## config.mk

```make
export PLATFORM = sky130hd
export DESIGN_NAME = etr_ctrl
export DESIGN_NICKNAME = d
export VERILOG_FILES = /design/src/design/etr_pkg.sv /design/src/design/etr_ctrl.sv
export SDC_FILE = /design/constraint.sdc
export NUM_CORES = 1
export LEC_CHECK = 0
export ABC_AREA = 1
export BUFFER_PORTS_ARGS = -buffer_cell sky130_fd_sc_hd__buf_2
export CELL_PAD_IN_SITES_DETAIL_PLACEMENT = 1
export CELL_PAD_IN_SITES_GLOBAL_PLACEMENT = 1
export CORE_MARGIN = 5
export CORE_UTILIZATION = 30
export DETAILED_ROUTE_END_ITERATION = 6
export PLACE_DENSITY_LB_ADDON = 0.08
export SLEW_MARGIN = 10
export SYNTH_ARGS = -nofsm -noshare
export SYNTH_HDL_FRONTEND = slang
export SYNTH_SLANG_ARGS = --single-unit
```

## constraint.sdc

```tcl
create_clock -name clk_i -period 1.9 [get_ports clk_i]
set_clock_uncertainty 0.2 [all_clocks]
set_input_delay 0.57 -clock clk_i [delete_from_list [all_inputs] [get_ports clk_i]]
set_output_delay 0.57 -clock clk_i [all_outputs]
set_load 0.03 [all_outputs]
```

## src/design/etr_pkg.sv

```systemverilog
// Event trigger recorder package: payload structs, request codes, control types,
// command and status structs shared by the controller and the datapath.
// No dependencies.
`default_nettype none

package etr_pkg;

  localparam int unsigned RingDepthDefault  = 2048;
  localparam int unsigned EventCountDefault = 8;
  localparam int unsigned DefSlots          = 8;
  localparam int unsigned DefW              = 56;
  localparam int unsigned CfgIdxW           = 4;
  localparam int unsigned EvtIdxW           = 3;
  localparam int unsigned LineW             = 16;
  localparam int unsigned ModeW             = 7;

  localparam logic [DefW-1:0] Def0Reset = 56'h00FF0000FFFF0000;

  typedef enum logic [1:0] {
    REQ_SAMPLE = 2'd0,
    REQ_READ   = 2'd1,
    REQ_CLEAR  = 2'd2
  } req_type_e;

  typedef enum logic [2:0] {
    ST_IDLE,
    ST_DECODE,
    ST_MATCH,
    ST_TAIL,
    ST_DONE
  } state_e;

  typedef struct packed {
    logic [1:0]  req_type;
    logic [63:0] sample;
  } in_word_t;

  typedef struct packed {
    logic        read_valid;
    logic [63:0] read_data;
    logic [6:0]  mode;
    logic [7:0]  overflow_count;
    logic [7:0]  match_bits;
    logic [3:0]  pushes_tried;
  } out_word_t;

  // controller -> datapath
  typedef struct packed {
    logic               capture;   // latch the incoming word, clear accumulators
    logic               rd_issue;  // read oldest entry, advance read pointer
    logic               clear_buf; // read pointer jumps to write pointer
    logic               step;      // check one event definition
    logic [EvtIdxW-1:0] evt_idx;
    logic               tail;      // trailing push in mode 3, latch lines
    logic               load_out;  // move result into output register
  } cmd_t;

  // datapath -> controller
  typedef struct packed {
    logic [1:0] req_type;
    logic       smp_zero;
    logic       empty;
  } status_t;

endpackage

`default_nettype wire

```

## src/design/etr_ctrl.sv

```systemverilog
// Event trigger recorder controller: sequences decode, per-definition match
// steps, trailing push and result hand-off. Uses etr_pkg.
`default_nettype none

module etr_ctrl #(
  parameter int unsigned EVENT_COUNT = etr_pkg::EventCountDefault
) (
  input  wire logic            clk_i,
  input  wire logic            rst_ni,
  input  wire logic            in_valid_i,
  output logic                 in_stall_o,
  output logic                 out_valid_o,
  input  wire logic            out_stall_i,
  input  wire etr_pkg::status_t sts_i,
  output etr_pkg::cmd_t        cmd_o
);

  etr_pkg::state_e state_q, state_d;
  logic [etr_pkg::EvtIdxW-1:0] idx_q, idx_d;
  logic out_valid_q, out_valid_d;
  logic out_free;

  assign out_free    = !out_valid_q || !out_stall_i;
  assign in_stall_o  = (state_q != etr_pkg::ST_IDLE);
  assign out_valid_o = out_valid_q;

  always_comb begin
    state_d       = state_q;
    idx_d         = idx_q;
    cmd_o         = '0;
    cmd_o.evt_idx = idx_q;
    case (state_q)
      etr_pkg::ST_IDLE: begin
        if (in_valid_i) begin
          cmd_o.capture = 1'b1;
          state_d       = etr_pkg::ST_DECODE;
        end
      end
      etr_pkg::ST_DECODE: begin
        idx_d   = '0;
        state_d = etr_pkg::ST_DONE;
        case (sts_i.req_type)
          etr_pkg::REQ_SAMPLE: begin
            if (!sts_i.smp_zero) begin
              state_d = etr_pkg::ST_MATCH;
            end
          end
          etr_pkg::REQ_READ: begin
            cmd_o.rd_issue = !sts_i.empty;
          end
          etr_pkg::REQ_CLEAR: begin
            cmd_o.clear_buf = 1'b1;
          end
          default: ;
        endcase
      end
      etr_pkg::ST_MATCH: begin
        cmd_o.step = 1'b1;
        idx_d      = idx_q + 1'b1;
        if (idx_q == etr_pkg::EvtIdxW'(EVENT_COUNT - 1)) begin
          state_d = etr_pkg::ST_TAIL;
        end
      end
      etr_pkg::ST_TAIL: begin
        cmd_o.tail = 1'b1;
        state_d    = etr_pkg::ST_DONE;
      end
      etr_pkg::ST_DONE: begin
        if (out_free) begin
          cmd_o.load_out = 1'b1;
          state_d        = etr_pkg::ST_IDLE;
        end
      end
      default: state_d = etr_pkg::ST_IDLE;
    endcase
  end

  always_comb begin
    out_valid_d = out_valid_q;
    if (cmd_o.load_out) begin
      out_valid_d = 1'b1;
    end else if (out_valid_q && !out_stall_i) begin
      out_valid_d = 1'b0;
    end
  end

  always_ff @(posedge clk_i or negedge rst_ni) begin
    if (!rst_ni) begin
      state_q     <= etr_pkg::ST_IDLE;
      idx_q       <= '0;
      out_valid_q <= 1'b0;
    end else begin
      state_q     <= state_d;
      idx_q       <= idx_d;
      out_valid_q <= out_valid_d;
    end
  end

endmodule

`default_nettype wire

```

==> flow_summary.ini <==
[layout]
nFillCells = 165
seq_area_um2 = 179
multiInputGateArea_um2 = 231
final_nets = 95
syn2layout_area_growth_pct = 63.5
drive_gt1_frac = 0.583
diodes = 0

[clocking]
cts_sinks = 7
cts_tree = built
cts-buffers-inserted = 3
clockBufferDepth = 2
clkLatencyLatePin_ns = 0.25
clk_pin_slew_ns = 0.05
cts_max_level = 1
cts_root_buf = clkbuf_4

[synthesis]
syn_area_um2 = 425
synth_area_leaders = dfrtp_1, nand2_1, nand3_1, inv_1, ha_1
yosys_warnings = 0
syn_inst = 52
synthFlopType = dfrtp_1
synth_seq_area_share = 0.412
synth_commonest_cells = nand2_1, dfrtp_1, inv_1
syn_nets = 62
synth_top_area_cell = dfrtp_1
synth_most_common_cell = nand2_1
synth-seq-cells = 7
async_flop_share = 1.00
synth_top_cell_area_share = 0.412
synth.distinct_cells = 17
synth_edf_count = 0
synth_area_per_cell_um2 = 8.18

[timing]
finalMaxSlewViolations = 0
setup_viol = 6
min_period_ns = 1.98
clock.fmax_mhz = 506
rsz0062_at_grt = true
post-route-period-util = 1.04
worst_slew_pin_slew_ns = 0.149
hold_ws_ns = 0.298
layout_setup_ws_ns = -0.0761
max_slew_margin = 0.900
finalHoldViolCount = 0

[setup_path]
crit_arrival_ns = 1.21
worstPathRequired_ns = 1.13
cp_max_fo = 4
setup.worst_path.class = register to output pin
worstSetupStartpointType = register
worstSetupEndpointType = output pin

[global_route]
grt_pass1_wl_um = 1870
use_met1 = 0.139
top_usage_layer = met2
grt_pass1_vias = 470
grt_max_degree = 8
track_usage = 0.119
antenna_found_initial = 0
grt_use_met3 = 0.0677
gr-usage-met2 = 0.203
grt_overflow = 0

[drt]
drt-pass1-iter-count = 2
vias_per_cell = 4.57
via_count = 452
antenna_left = 0
drt_iter0_markers = 3
wirelength_um = 1140
wl_per_cell_um = 11.5
route.detailed.drc = 0

[floorplan]
fp.dieW_um = 47.7
rows = 13
fp.dieH_um = 47.7
ios = 19
core_mm2 = 0.00132
fp.dieArea_mm2 = 0.00227
start_util = 0.323

[flow_run]
drv_cap = 0

[power]
leakagePower_nw = 0.400
peakVddDrop_mv = 0.587
power_density_mw_per_mm2 = 1540

[place]
routabilityCongestion = 0.695
portBuffers = 18
dp_hpwl_um = 830
place_ws_ns = -0.0469

[run_status]
violations = negative setup slack
status = finished with violations

[min_path]
hold_class = register to register
[flip-flops by register name, summed over array words and instances (netlist names)]
signal and count:
out_valid_o 1, state_q 3, idx_q 3
[metal layers]
layer  wire length [um]  vias to the layer above
met5                  0                        -
li1                   -                      225
met1                458                      209
met4                 15                        0
met2                603                       16
met3                 62                        2
[worst paths after layout]
check	startpoint	end	slack (ns)	cells after the start
max	state_q[2]	cmd_o[8]	-0.08	4
min	out_valid_o	out_valid_o	0.30	2
max reg2reg	state_q[2]	state_q[0]	0.54	6
min reg2reg	out_valid_o	out_valid_o	0.30	2
max in group asynchronous	rst_ni	state_q[1]	0.85	2
min in group asynchronous	rst_ni	state_q[0]	0.48	2
[through the flow]
stage                     total power, W  TNS [ns]  cell area [um^2]   util  std cells
after floorplan                 0.000594   -0.0375               433      -         52
after global placement          0.000714  -0.00872               549  0.417         86
after detailed placement        0.000719   -0.0469               549  0.417         86
after CTS                       0.000983    -0.359               647  0.491         94
after global routing             0.00116    -0.768               696  0.528         99
final                            0.00107    -0.277               696  0.528         99
[report_power, final]
part	switching [W]	internal [W]
clock	0.0000526	0.0000800
combinational	0.000371	0.000303
sequential	0.0000639	0.000201
[cell usage in the layout, fill, tap and decap left out, drive strengths merged]
cell type / Yosys / final
nor3: 3 / 3
nand3: 7 / 7
ha: 2 / 2
o21ai: 3 / 3
dlygate4sd3: 0 / 1
dfrtp: 7 / 7
buf: 1 / 28
clkbuf: 0 / 4
nand2: 13 / 13
inv: 9 / 9
nor2: 7 / 7
[final cells by class]
type                    instances  share of cell area
multi-input cells              35               0.333
well taps                      15              0.0270
clock buffers                   4              0.0378
inverters                       9              0.0522
repair buffers                 29               0.293
flip-flops and latches          7               0.257
[timing repair]
item                       in CTS  in global routing
hold buffers                    1                  0
hold endpoints to repair        7                  0
buffers inserted                3                  5
gates cloned                    0                  0
setup endpoints to repair       7                  7
pin swaps                       1                  1
gates resized for setup        15                  5
[worst max-delay path: stages (launching register included)]
cell and delay [ns]:
dfrtp_2 0.45, nor2_4 0.18, nand2_2 0.09, nor2_2 0.10, buf_6 0.14
[kinds of logic (layout without fill, tap and decap cells)]
family / count (synthesis) / after routing / synth area share
and+or+nand+nor: 30 / 30 / 0.388
buffers and inverters: 10 / 42 / 0.0971
DFF: 7 / 7 / 0.412
AOI/OAI and AO/OA: 3 / 3 / 0.0441
adders and majority gates: 2 / 2 / 0.0588
(Power assumes the default switching activity.)
